===== src/sv/tdf_pkg.sv =====
// Package with the shared entry type and constants of the duplicate filter table.
`default_nettype none
package tdf_pkg;

  localparam int TABLE_DEPTH_DEF   = 32;
  localparam int ADDRESS_BYTES_DEF = 8;
  localparam int ADDR_W            = 64;
  localparam int LEN_W             = 4;
  localparam int EXP_W             = 49;
  localparam logic [31:0] HOLD_RESET = 32'd1000;

  typedef struct packed {
    logic [15:0]       seq;
    logic [ADDR_W-1:0] addr;
    logic [LEN_W-1:0]  len;
    logic [EXP_W-1:0]  expiry;
  } entry_t;

  typedef enum logic [1:0] {
    ST_IDLE,
    ST_EXPIRE,
    ST_ACT,
    ST_OUT
  } state_t;

endpackage
`default_nettype wire


===== src/sv/tdf_cell.sv =====
// One table cell: holds one entry, shifts toward the oldest end, compares a key.
`default_nettype none
module tdf_cell
  import tdf_pkg::*;
(
  input  wire logic   clk,
  input  wire logic   shift,
  input  wire logic   load,
  input  wire logic   live,
  input  wire entry_t neighbor,
  input  wire entry_t key,
  output entry_t      entry,
  output logic        match
);

  entry_t entry_r;

  always_ff @(posedge clk) begin
    if (load) begin
      entry_r <= key;
    end else if (shift) begin
      entry_r <= neighbor;
    end
  end

  assign entry = entry_r;
  assign match = live && (entry_r.seq == key.seq) && (entry_r.len == key.len) &&
                 (entry_r.addr == key.addr);

endmodule
`default_nettype wire


===== config.mk =====
export PLATFORM = sky130hd
export DESIGN_NAME = tdf_cell
export DESIGN_NICKNAME = d
export VERILOG_FILES = /design/src/sv/tdf_pkg.sv /design/src/sv/tdf_cell.sv
export SDC_FILE = /design/constraint.sdc
export NUM_CORES = 1
export LEC_CHECK = 0
export BUFFER_PORTS_ARGS = -buffer_cell sky130_fd_sc_hd__buf_2
export CORE_AREA = 10 10 149 151
export CTS_CLUSTER_DIAMETER = 120
export DETAILED_ROUTE_END_ITERATION = 10
export DIE_AREA = 0 0 159 161
export HOLD_SLACK_MARGIN = 0.03
export PLACE_DENSITY_LB_ADDON = 0.3
export REMOVE_ABC_BUFFERS = 1
export SLEW_MARGIN = 5
export SYNTH_ARGS = -nofsm -noshare
export SYNTH_HDL_FRONTEND = slang
export SYNTH_SLANG_ARGS = --single-unit

===== constraint.sdc =====
create_clock -name clk -period 6 [get_ports clk]
set_clock_uncertainty 0.05 [all_clocks]
set_input_delay 0.6 -clock clk [delete_from_list [all_inputs] [get_ports clk]]
set_output_delay 0.6 -clock clk [all_outputs]
set_load 0.005 [all_outputs]

==> run_results.csv <==
group,metric,value,unit
die,die_h,161,um
drt,wl_met2,11600,um
worst_setup_path,critPathKind,"reg2out",
drt,via_per_inst,4.62,
worst_setup_path,crit_required,5350,ps
synth,ys_seq_area_share,60.9,%
die,initial_core_util,34.1,%
finish,post-route-util,49.0,%
finish,multi_input_area,2440,um^2
power_and_ir_drop,p_leak,4.06,nW
placement,place_area,8870,um^2
drt,wire_per_inst,20.6,um
cts,h-tree-depth,4,
worst_setup_path,path_common_cell,"nand4_1",
timing,tightest_slew,856,ps
finish,register_area,3990,um^2
die,ios,404,
synth,synth_area,6560,um^2
cts,postCtsSetupBuffers,0,
synth,synth_seq_cells,133,
timing,fin_crit_sh,48.1,%
die,die_area,25600,um^2
grt,grt_pass1_vias,5565,
drt,route.final.wire_length,22800,um
power_and_ir_drop,vdd_ir_drop_max,0.179,mV
worst_setup_path,start_kind,"register",
timing,fin_ws,3110,ps
power_and_ir_drop,power_density,273,nW/um^2
hold_path,min_path_type,"in2reg",
worst_setup_path,cp_slowest_cell,"nor4_1",
drt,highest_layer,"met5",
grt,grt-ovfl-total,0,
placement,dp_hpwl,18700,um
cts,cts_tree,"done",
cts,cts_root_buffer,"clkbuf_16",
grt,grt_util_all_layers,17.0,%
worst_setup_path,crit_chain,"xnor2_1 > nand4_1 > nor4_1 > nand4_1 > nor3_2 > buf_2",
synth,postSynthCellCount,412,
run_status,status,"complete, no violations",
timing,rsz0062_at_grt,"no",
placement,dpl_worst_slack,2880,ps
die,fp-row-count,51,
finish,largest_reg_flops,133,
finish,final_cell_mix,"buf_2, edfxtp_1, mux2_2, mux2_1, xnor2_1",
grt,antenna_found_initial,5,
worst_setup_path,max_stage_delay,450,ps
timing,hold_violations,0,
timing,slew_viol_final,0,
worst_setup_path,worstPathMaxFanout,2,
finish,final_nets,1093,
die,fp.dieW,159,um
worst_setup_path,arrival,2240,ps
worst_setup_path,endpoint_kind,"output pin",
timing,max-slew-margin-rel,42.9,%
synth,ys_warn_count,0,
synth,ys_types,27,
finish,design_area,9410,um^2
drt,vias,5106,
cts,hold_buffers,0,
finish,syn_to_final_growth,43.4,%
grt,grt_max_degree,63,
timing,setup_violations,0,
finish,mostFrequentLayoutCell,"buf_2",
cts,numCtsBuffers,17,
drt,dr.first_iter.drc_count,307,
drt,drt-met1-wl,8390,um
finish,layout-drive-gt1-share,61.8,%
drt,drc,0,
power_and_ir_drop,power,2.57,mW
run,maxCapViolCount,0,
timing,tns,0,ps
timing,fmax,346,MHz
drt,route.met3.wl,2380,um
finish,nFillCells,1742,
drt,ant_nets,0,
die,core,19200,um^2
placement,gp_congestion,0.834,
cts,ctsResizeCount,0,
synth,postSynthAreaPerCell,15.9,um^2
timing,period_needed,2890,ps
grt,grt_pass1_wl,33600,um
drt,drt-pass1-iter-count,4,
cts,cts_sinks,133,
cts,cts.reportedPaths.clkPinSlew,70,ps
placement,portBuffers,403,
cts,clockBufferDepth,2,
-- per-layer routing --
metal | track usage (%) | vias up
li1 | - | 2412
met1 | 17.9 | 2403
met2 | 29.4 | 260
met4 | 6.07 | 2
met5 | 0 | -
met3 | 7.88 | 29
-- through the flow --
step / instances / hold slack (ps)
CTS: 1100 / 398
global route: 1103 / 405
global placement: 1069 / 829
finish: 1105 / 418
detailed placement: 1069 / 836
floorplan: 397 / 751
-- worst max-delay path, delay by kind of cell, from the launching register on --
kind / cells / cell delay (ps)
flops: 1 / 430
simple gates: 4 / 1060
xor+xnor: 1 / 190
buf+inv: 1 / 140
-- logic make-up after synthesis --
logic type | Yosys count | share of synthesized area [%]
mux | 133 | 22.8
xor+xnor | 67 | 8.95
buf+inv | 30 | 1.98
compound gates | 15 | 1.93
simple gates | 34 | 3.40
flops | 133 | 60.9
-- cell usage after synthesis (all sizes together) --
| master | number | area share, % |
|---|---|---|
| edfxtp | 133 | 61 |
| mux2 | 133 | 23 |
| xnor2 | 52 | 6.9 |
| nand4 | 16 | 1.5 |
| xor2 | 15 | 2.0 |
| buf | 14 | 1.1 |
| inv | 14 | 0.80 |
| nor4 | 8 | 0.86 |
| o22ai | 5 | 0.48 |
| nor2b | 4 | 0.38 |
| a221oi | 3 | 0.40 |
| nand2b | 3 | 0.29 |
| a2111o | 1 | 0.17 |
| a2111oi | 1 | 0.13 |
| a22oi | 1 | 0.11 |
| a2bb2oi | 1 | 0.13 |
| and3 | 1 | 0.095 |
| clkbuf | 1 | 0.057 |
| clkinv | 1 | 0.057 |
| nor3 | 1 | 0.15 |
| o2111ai | 1 | 0.13 |
| o221ai | 1 | 0.23 |
| o2bb2ai | 1 | 0.13 |
| or2 | 1 | 0.095 |
-- where the power goes --
group	switching, mW	internal, mW	leakage [nW]	total, mW
logic	0.192	0.235	2.44	0.427
registers	0.0537	1.15	1.36	1.20
clock network	0.416	0.529	0.258	0.945
total	0.662	1.91	4.06	2.57
-- cell type report --
class                           instances  area share [%]
Sequential cell                       133            42.5
Multi-Input combinational cell        249            25.9
Timing Repair Buffer                  407            21.8
Clock buffer                           17            4.52
Tap cell                              265            3.53
Clock inverter                         14            1.06
Inverter                               15           0.599
Antenna cell                            5           0.133
-- final timing paths --
check                 slack (ps)         start  cells after the start        end
worst min-delay path         420  neighbor[77]                      2  entry[77]
worst max-delay path        3110     entry[66]                      6      match
(Power assumes the default switching activity.)
